<file path="src/design/mad_outlier_trim_unit_assert.svh">
// Assertion macros for the outlier trim unit
`ifndef MAD_OUTLIER_TRIM_UNIT_ASSERT_SVH
`define MAD_OUTLIER_TRIM_UNIT_ASSERT_SVH
`ifndef SYNTH
`define MOT_ASSERT(lbl, clk, rstn, prop) \
    lbl: assert property (@(posedge clk) disable iff (!rstn) prop) \
        else $error("assertion failed");
`define MOT_NEVER(lbl, clk, rstn, expr) \
    lbl: assert property (@(posedge clk) disable iff (!rstn) !(expr)) \
        else $error("forbidden condition");
`else
`define MOT_ASSERT(lbl, clk, rstn, prop)
`define MOT_NEVER(lbl, clk, rstn, expr)
`endif
`endif

</file>
<file path="src/design/mot_pkg.sv">
package mot_pkg;

    localparam int MAX_CHUNKS = 64;
    localparam int AW         = $clog2(MAX_CHUNKS);
    localparam int CW         = $clog2(MAX_CHUNKS + 1);
    localparam int MIN_BOXES  = 4;

    localparam logic [31:0] MAD_FLOOR = 32'd1280;
    localparam logic [15:0] K_DEFAULT = 16'd1536;
    localparam logic [31:0] SIGN_BIAS = 32'h8000_0000;

    localparam int IN_W  = 192;
    localparam int OUT_W = 16;

    typedef enum logic [1:0] {
        CFG_TRIM_EN = 2'd0,
        CFG_SCOPE   = 2'd1,
        CFG_RADIUS  = 2'd2,
        CFG_KMUL    = 2'd3
    } t_cfg_idx;

    typedef enum logic [3:0] {
        S_IDLE,
        S_CAND,
        S_CLAT,
        S_SCAN,
        S_STAIL,
        S_CHECK,
        S_ERD,
        S_ELAT,
        S_EDIF,
        S_EMUL,
        S_ESUM,
        S_EOUT
    } t_state;

    typedef struct packed {
        logic          wr_en;
        logic [AW-1:0] wr_addr;
        logic [AW-1:0] rd_addr;
        logic [1:0]    axis;
        logic          mad_mode;
        logic          load_cand;
        logic          acc;
        logic          store_res;
        logic          out_load;
        logic          first;
        logic          last;
        logic          active;
        logic          ovf;
        logic [CW-1:0] n;
    } t_cmd;

    typedef struct packed {
        logic hit;
        logic tests_on;
    } t_stat;

endpackage

</file>
<file path="src/design/mot_ctrl.sv">
`include "mad_outlier_trim_unit_assert.svh"
module mot_ctrl (
    input  logic          i_clk,
    input  logic          i_rst_n,
    input  logic          s_axis_tvalid,
    output logic          s_axis_tready,
    input  logic          s_axis_tlast,
    output logic          m_axis_tvalid,
    input  logic          m_axis_tready,
    input  mot_pkg::t_stat i_stat,
    output mot_pkg::t_cmd  o_cmd
);
    import mot_pkg::*;

    t_state        r_state, n_state;
    logic [CW-1:0] r_count, n_count;
    logic          r_ovf, n_ovf;
    logic          r_active, n_active;
    logic [AW-1:0] r_i, n_i;
    logic [AW-1:0] r_j, n_j;
    logic [2:0]    r_pass, n_pass;
    logic          full;
    logic [CW-1:0] cnt_after;
    logic [CW-1:0] n_last;

    assign full      = (r_count == CW'(MAX_CHUNKS));
    assign cnt_after = full ? r_count : r_count + CW'(1);
    assign n_last    = r_count - CW'(1);

    always_ff @(posedge i_clk) begin
        if (!i_rst_n) begin
            r_state  <= S_IDLE;
            r_count  <= '0;
            r_ovf    <= 1'b0;
            r_active <= 1'b0;
            r_i      <= '0;
            r_j      <= '0;
            r_pass   <= '0;
        end else begin
            r_state  <= n_state;
            r_count  <= n_count;
            r_ovf    <= n_ovf;
            r_active <= n_active;
            r_i      <= n_i;
            r_j      <= n_j;
            r_pass   <= n_pass;
        end
    end

    always_comb begin
        n_state  = r_state;
        n_count  = r_count;
        n_ovf    = r_ovf;
        n_active = r_active;
        n_i      = r_i;
        n_j      = r_j;
        n_pass   = r_pass;

        s_axis_tready = 1'b0;
        m_axis_tvalid = 1'b0;

        o_cmd           = '0;
        o_cmd.wr_addr   = r_count[AW-1:0];
        o_cmd.rd_addr   = r_i;
        o_cmd.axis      = r_pass[2:1];
        o_cmd.mad_mode  = r_pass[0];
        o_cmd.first     = (r_i == '0);
        o_cmd.last      = ({1'b0, r_i} == n_last);
        o_cmd.active    = r_active;
        o_cmd.ovf       = r_ovf;
        o_cmd.n         = r_count;

        unique case (r_state)
            S_IDLE: begin
                s_axis_tready = 1'b1;
                if (s_axis_tvalid) begin
                    o_cmd.wr_en = !full;
                    n_count     = cnt_after;
                    if (full) begin
                        n_ovf = 1'b1;
                    end
                    if (s_axis_tlast) begin
                        n_active = i_stat.tests_on && (cnt_after >= CW'(MIN_BOXES));
                        n_i      = '0;
                        n_pass   = '0;
                        n_state  = n_active ? S_CAND : S_ERD;
                    end
                end
            end
            S_CAND: n_state = S_CLAT;
            S_CLAT: begin
                o_cmd.load_cand = 1'b1;
                n_j     = '0;
                n_state = S_SCAN;
            end
            S_SCAN: begin
                o_cmd.rd_addr = r_j;
                o_cmd.acc     = (r_j != '0);
                if ({1'b0, r_j} == n_last) begin
                    n_state = S_STAIL;
                end else begin
                    n_j = r_j + AW'(1);
                end
            end
            S_STAIL: begin
                o_cmd.acc = 1'b1;
                n_state   = S_CHECK;
            end
            S_CHECK: begin
                if (i_stat.hit) begin
                    o_cmd.store_res = 1'b1;
                    n_i = '0;
                    if (r_pass == 3'd5) begin
                        n_state = S_ERD;
                    end else begin
                        n_pass  = r_pass + 3'd1;
                        n_state = S_CAND;
                    end
                end else begin
                    n_i     = r_i + AW'(1);
                    n_state = S_CAND;
                end
            end
            S_ERD:  n_state = S_ELAT;
            S_ELAT: n_state = S_EDIF;
            S_EDIF: n_state = S_EMUL;
            S_EMUL: n_state = S_ESUM;
            S_ESUM: begin
                o_cmd.out_load = 1'b1;
                n_state        = S_EOUT;
            end
            S_EOUT: begin
                m_axis_tvalid = 1'b1;
                if (m_axis_tready) begin
                    if (o_cmd.last) begin
                        n_count = '0;
                        n_ovf   = 1'b0;
                        n_state = S_IDLE;
                    end else begin
                        n_i     = r_i + AW'(1);
                        n_state = S_ERD;
                    end
                end
            end
            default: n_state = S_IDLE;
        endcase
    end

    `MOT_NEVER(a_no_overlap, i_clk, i_rst_n, s_axis_tready && m_axis_tvalid)
    `MOT_ASSERT(a_count_cap, i_clk, i_rst_n, r_count <= CW'(MAX_CHUNKS))
    `MOT_ASSERT(a_scan_range, i_clk, i_rst_n, (r_state == S_SCAN) |-> ({1'b0, r_j} < r_count))
    `MOT_ASSERT(a_eval_nonempty, i_clk, i_rst_n, (r_state == S_EOUT) |-> (r_count != '0))

endmodule

</file>
<file path="config.mk">
export PLATFORM = sky130hd
export DESIGN_NAME = mot_ctrl
export DESIGN_NICKNAME = d
export VERILOG_FILES = /design/src/design/mot_pkg.sv /design/src/design/mot_ctrl.sv
export VERILOG_INCLUDE_DIRS = /design/src /design/src/design
export SDC_FILE = /design/constraint.sdc
export NUM_CORES = 1
export LEC_CHECK = 0
export ABC_AREA = 1
export BUFFER_PORTS_ARGS = -buffer_cell sky130_fd_sc_hd__buf_2
export CAP_MARGIN = 20
export CORE_ASPECT_RATIO = 0.7
export CORE_MARGIN = 1.5
export CORE_UTILIZATION = 45
export CTS_CLUSTER_SIZE = 12
export DETAILED_ROUTE_END_ITERATION = 10
export PLACE_DENSITY_LB_ADDON = 0.2
export SLEW_MARGIN = 20
export SYNTH_ARGS = -nofsm -noshare
export SYNTH_HDL_FRONTEND = slang
export SYNTH_SLANG_ARGS = --single-unit
</file>
<file path="constraint.sdc">
create_clock -name i_clk -period 4.48 [get_ports i_clk]
set_clock_uncertainty 0.15 [all_clocks]
set_input_delay 0.672 -clock i_clk [delete_from_list [all_inputs] [get_ports i_clk]]
set_output_delay 0.672 -clock i_clk [all_outputs]
set_load 0.02 [all_outputs]
</file>
==> results.py <==
metrics = {
    "die": {
        "die_area_um2": 5480,
        "core_um2": 4810,
        "ios": 40,
        "die_w_um": 87.8,
        "die-height_um": 62.4,
        "fp-row-count": 21,
        "initial_core_util_pct": 47.1,
    },
    "yosys": {
        "synth_area_um2": 2270,
        "synth_fp_nets": 381,
        "synth_cell_types": 33,
        "yosysWarningCount": 0,
        "yosysSeqAreaShare_pct": 24.7,
        "syn_inst": 365,
        "syn_area_per_cell_um2": 6.21,
        "synth-seq-cells": 28,
    },
    "clocking": {
        "cts_buffers": 3,
        "cts.reportedPaths.clkPinSlew_ns": 0.10,
        "cts.sinks": 28,
        "ctsHoldBuffers": 0,
        "cts_tree": "built",
        "cts_setup_buffers": 0,
        "clockBufferDepth": 2,
        "cts_max_level": 1,
        "cts_resized": 0,
        "clkLatencyLatePin_ns": 0.29,
        "cts-root-buf": "clkbuf_8",
    },
    "finish": {
        "seq_area_um2": 561,
        "finalNonFillerCells": 459,
        "final_layout_size_suffix_gt1_share_pct": 16.7,
        "final_util_pct": 52.0,
        "fin_nets": 407,
        "areaGrowthSynthToFinish_pct": 10.3,
        "multiInputGateArea_um2": 1430,
        "nFillCells": 496,
        "antenna_cells": 0,
    },
    "worst_setup_path": {
        "worstPathArrival_ns": 2.19,
        "rr_worst_depth": 12,
        "end_kind": "output pin",
        "cp-start-kind": "register",
        "r2r_setup_slack_ns": 1.95,
        "worst-setup-path-type": "reg -> out",
        "crit_path_max_fanout": 9,
        "required_ns": 3.66,
    },
    "route": {
        "routed_wirelength_um": 5830,
        "routed_via_density": 5.21,
        "top_layer_used": "met4",
        "drt_drc_violations_left": 0,
        "wl_met3_um": 397,
        "drtIter0Drc": 118,
        "met2_length_um": 2480,
        "via_count": 2391,
        "antenna_left": 0,
        "wl_per_cell_um": 12.7,
        "drt-met1-wl_um": 2900,
        "first_pass_iters": 5,
    },
    "power": {
        "cellPowerDensity_nw_per_um2": 532,
        "cellLeakagePower_nw": 1.21,
        "vdd_drop_max_v": 0.000304,
    },
    "place": {
        "port_buffers": 39,
        "hpwl_um": 4610,
        "place.gp.congestion": 0.883,
        "dp.cells": 455,
    },
    "global_route": {
        "grtUsageTotal_pct": 22.6,
        "grt_pass1_vias": 2033,
        "antenna_found_initial": 0,
        "grt_max_degree": 17,
        "grt.overflow.total": 0,
        "grt_pass1_wl_um": 9850,
    },
    "timing": {
        "rsz0062_at_grt": "no",
        "fin_hold_ws_ns": 0.334,
        "finalCritPeriodShare_pct": 67.2,
        "timing.fmax_ghz": 0.332,
        "finalSetupViolCount": 0,
        "drv_slew": 0,
        "hold_viol": 0,
        "layout_min_cycle_time_ns": 3.01,
        "worst_pin_slew_ns": 0.896,
        "fin_tns_setup_ns": 0,
        "slew_headroom_pct": 40.1,
    },
    "min_path": {
        "min_path_cells": 2,
        "min_path_type": "reg -> reg",
    },
    "status": {
        "run_status": "finished clean",
    },
    "job": {
        "max_cap_viol_count": 0,
    },
}
[power breakdown]
| group | leakage [nW] | total [mW] | internal [mW] | switching (mW) |
|---|---|---|---|---|
| Combinational | 0.942 | 0.773 | 0.264 | 0.509 |
| Clock | 0.0357 | 0.208 | 0.120 | 0.0876 |
| Sequential | 0.227 | 0.348 | 0.287 | 0.0608 |
| Total | 1.21 | 1.33 | 0.672 | 0.657 |
[critical path, cell delays in order, from the launching register on]
cell and delay, ns:
dfxtp_1 0.52, inv_2 0.15, ha_1 0.38, xnor2_1 0.15, nor2_1 0.10, nand3_1 0.08
nor2_1 0.09, nand3_1 0.14, inv_1 0.13, buf_2 0.17
[layout by cell type (no fill, tap or decap), types with 2 or more instances in the layout]
master | Yosys | layout
a31oi_1 | 2 | 2
inv_1 | 34 | 34
nand2_2 | 4 | 4
inv_2 | 7 | 7
xnor2_1 | 5 | 5
nand4_1 | 5 | 5
nor2_4 | 4 | 4
dfxtp_1 | 28 | 28
clkbuf_8 | 0 | 3
ha_1 | 9 | 9
nand3_1 | 46 | 46
nor3_1 | 5 | 5
buf_2 | 2 | 39
nor2_1 | 47 | 47
o21ai_1 | 2 | 2
xor2_1 | 5 | 5
nand2_1 | 84 | 84
nand3b_1 | 2 | 2
a21oi_1 | 31 | 31
o21ai_0 | 15 | 15
nor2_2 | 3 | 3
[synthesized netlist by cell type]
master,n,area (um2)
o21ai_1,2,10.0
a211oi_1,1,7.51
inv_1,34,128
buf_2,2,10.0
nor2_2,3,18.8
nor2_8,1,20.0
buf_6,2,22.5
ha_1,9,113
xnor2_1,5,43.8
nand2_1,84,315
and3_1,1,6.26
nor3_1,5,25.0
nor2_4,4,45.0
clkbuf_2,1,5.00
nand2_4,1,11.3
dfxtp_1,28,561
nor2_1,47,176
nand3_1,46,230
o22ai_1,1,6.26
o211a_1,1,10.0
a211oi_4,1,20.0
nand2_2,4,25.0
inv_2,7,26.3
o21ai_0,15,75.1
a31oi_1,2,12.5
buf_4,9,67.6
nand4_1,5,31.3
a21oi_1,31,155
nand3b_1,2,15.0
or2_0,1,6.26
clkbuf_1,4,15.0
xor2_1,5,43.8
a21oi_2,1,8.76
[flip-flops by register name, summed over array words and instances, names as in the netlist]
name and count:
r_i 6, r_pass 3, r_active 1, r_ovf 1, r_state 4, r_count 7, r_j 6
[routing by layer]
metal / global-route usage (%) / vias up
met4: 4.17 / 0
met5: 0 / -
met3: 3.57 / 6
met1: 35.3 / 1079
met2: 32.6 / 84
li1: - / 1222
[cell families (layout without fill, tap and decap cells)]
| group | count (synthesis) | in the layout | share of synthesized area (%) |
|---|---|---|---|
| AND/OR/NAND/NOR | 204 | 204 | 40.9 |
| buffers and inverters | 59 | 84 | 12.1 |
| AO/OA/AOI/OAI | 55 | 55 | 13.5 |
| flip-flops | 28 | 28 | 24.7 |
| XOR/XNOR | 10 | 10 | 3.87 |
| adder cells (fa/ha/maj) | 9 | 9 | 4.97 |
[final timing paths]
path               from  endpoint
max reg2reg  r_count[0]    r_j[1]
max          r_count[0]  o_cmd[9]
min reg2reg       r_ovf     r_ovf
min               r_ovf     r_ovf
[cell type report]
cell class	count	share of cell area (%)
multi-input combinational	278	57.3
sequential	28	22.4
timing repair buffer	39	7.81
inverter	41	6.16
tap	69	3.46
clock buffer	3	1.65
clock inverter	1	1.20
[through the flow]
stage	worst slack [ns]	area [um2]	power, mW
after floorplan	1.98	2270	0.965
after global placement	1.90	2430	1.11
after detailed placement	1.81	2430	1.12
after CTS	1.49	2500	1.33
after global routing	1.25	2500	1.46
final	1.47	2500	1.33
Power figures use the tool's default switching activity.
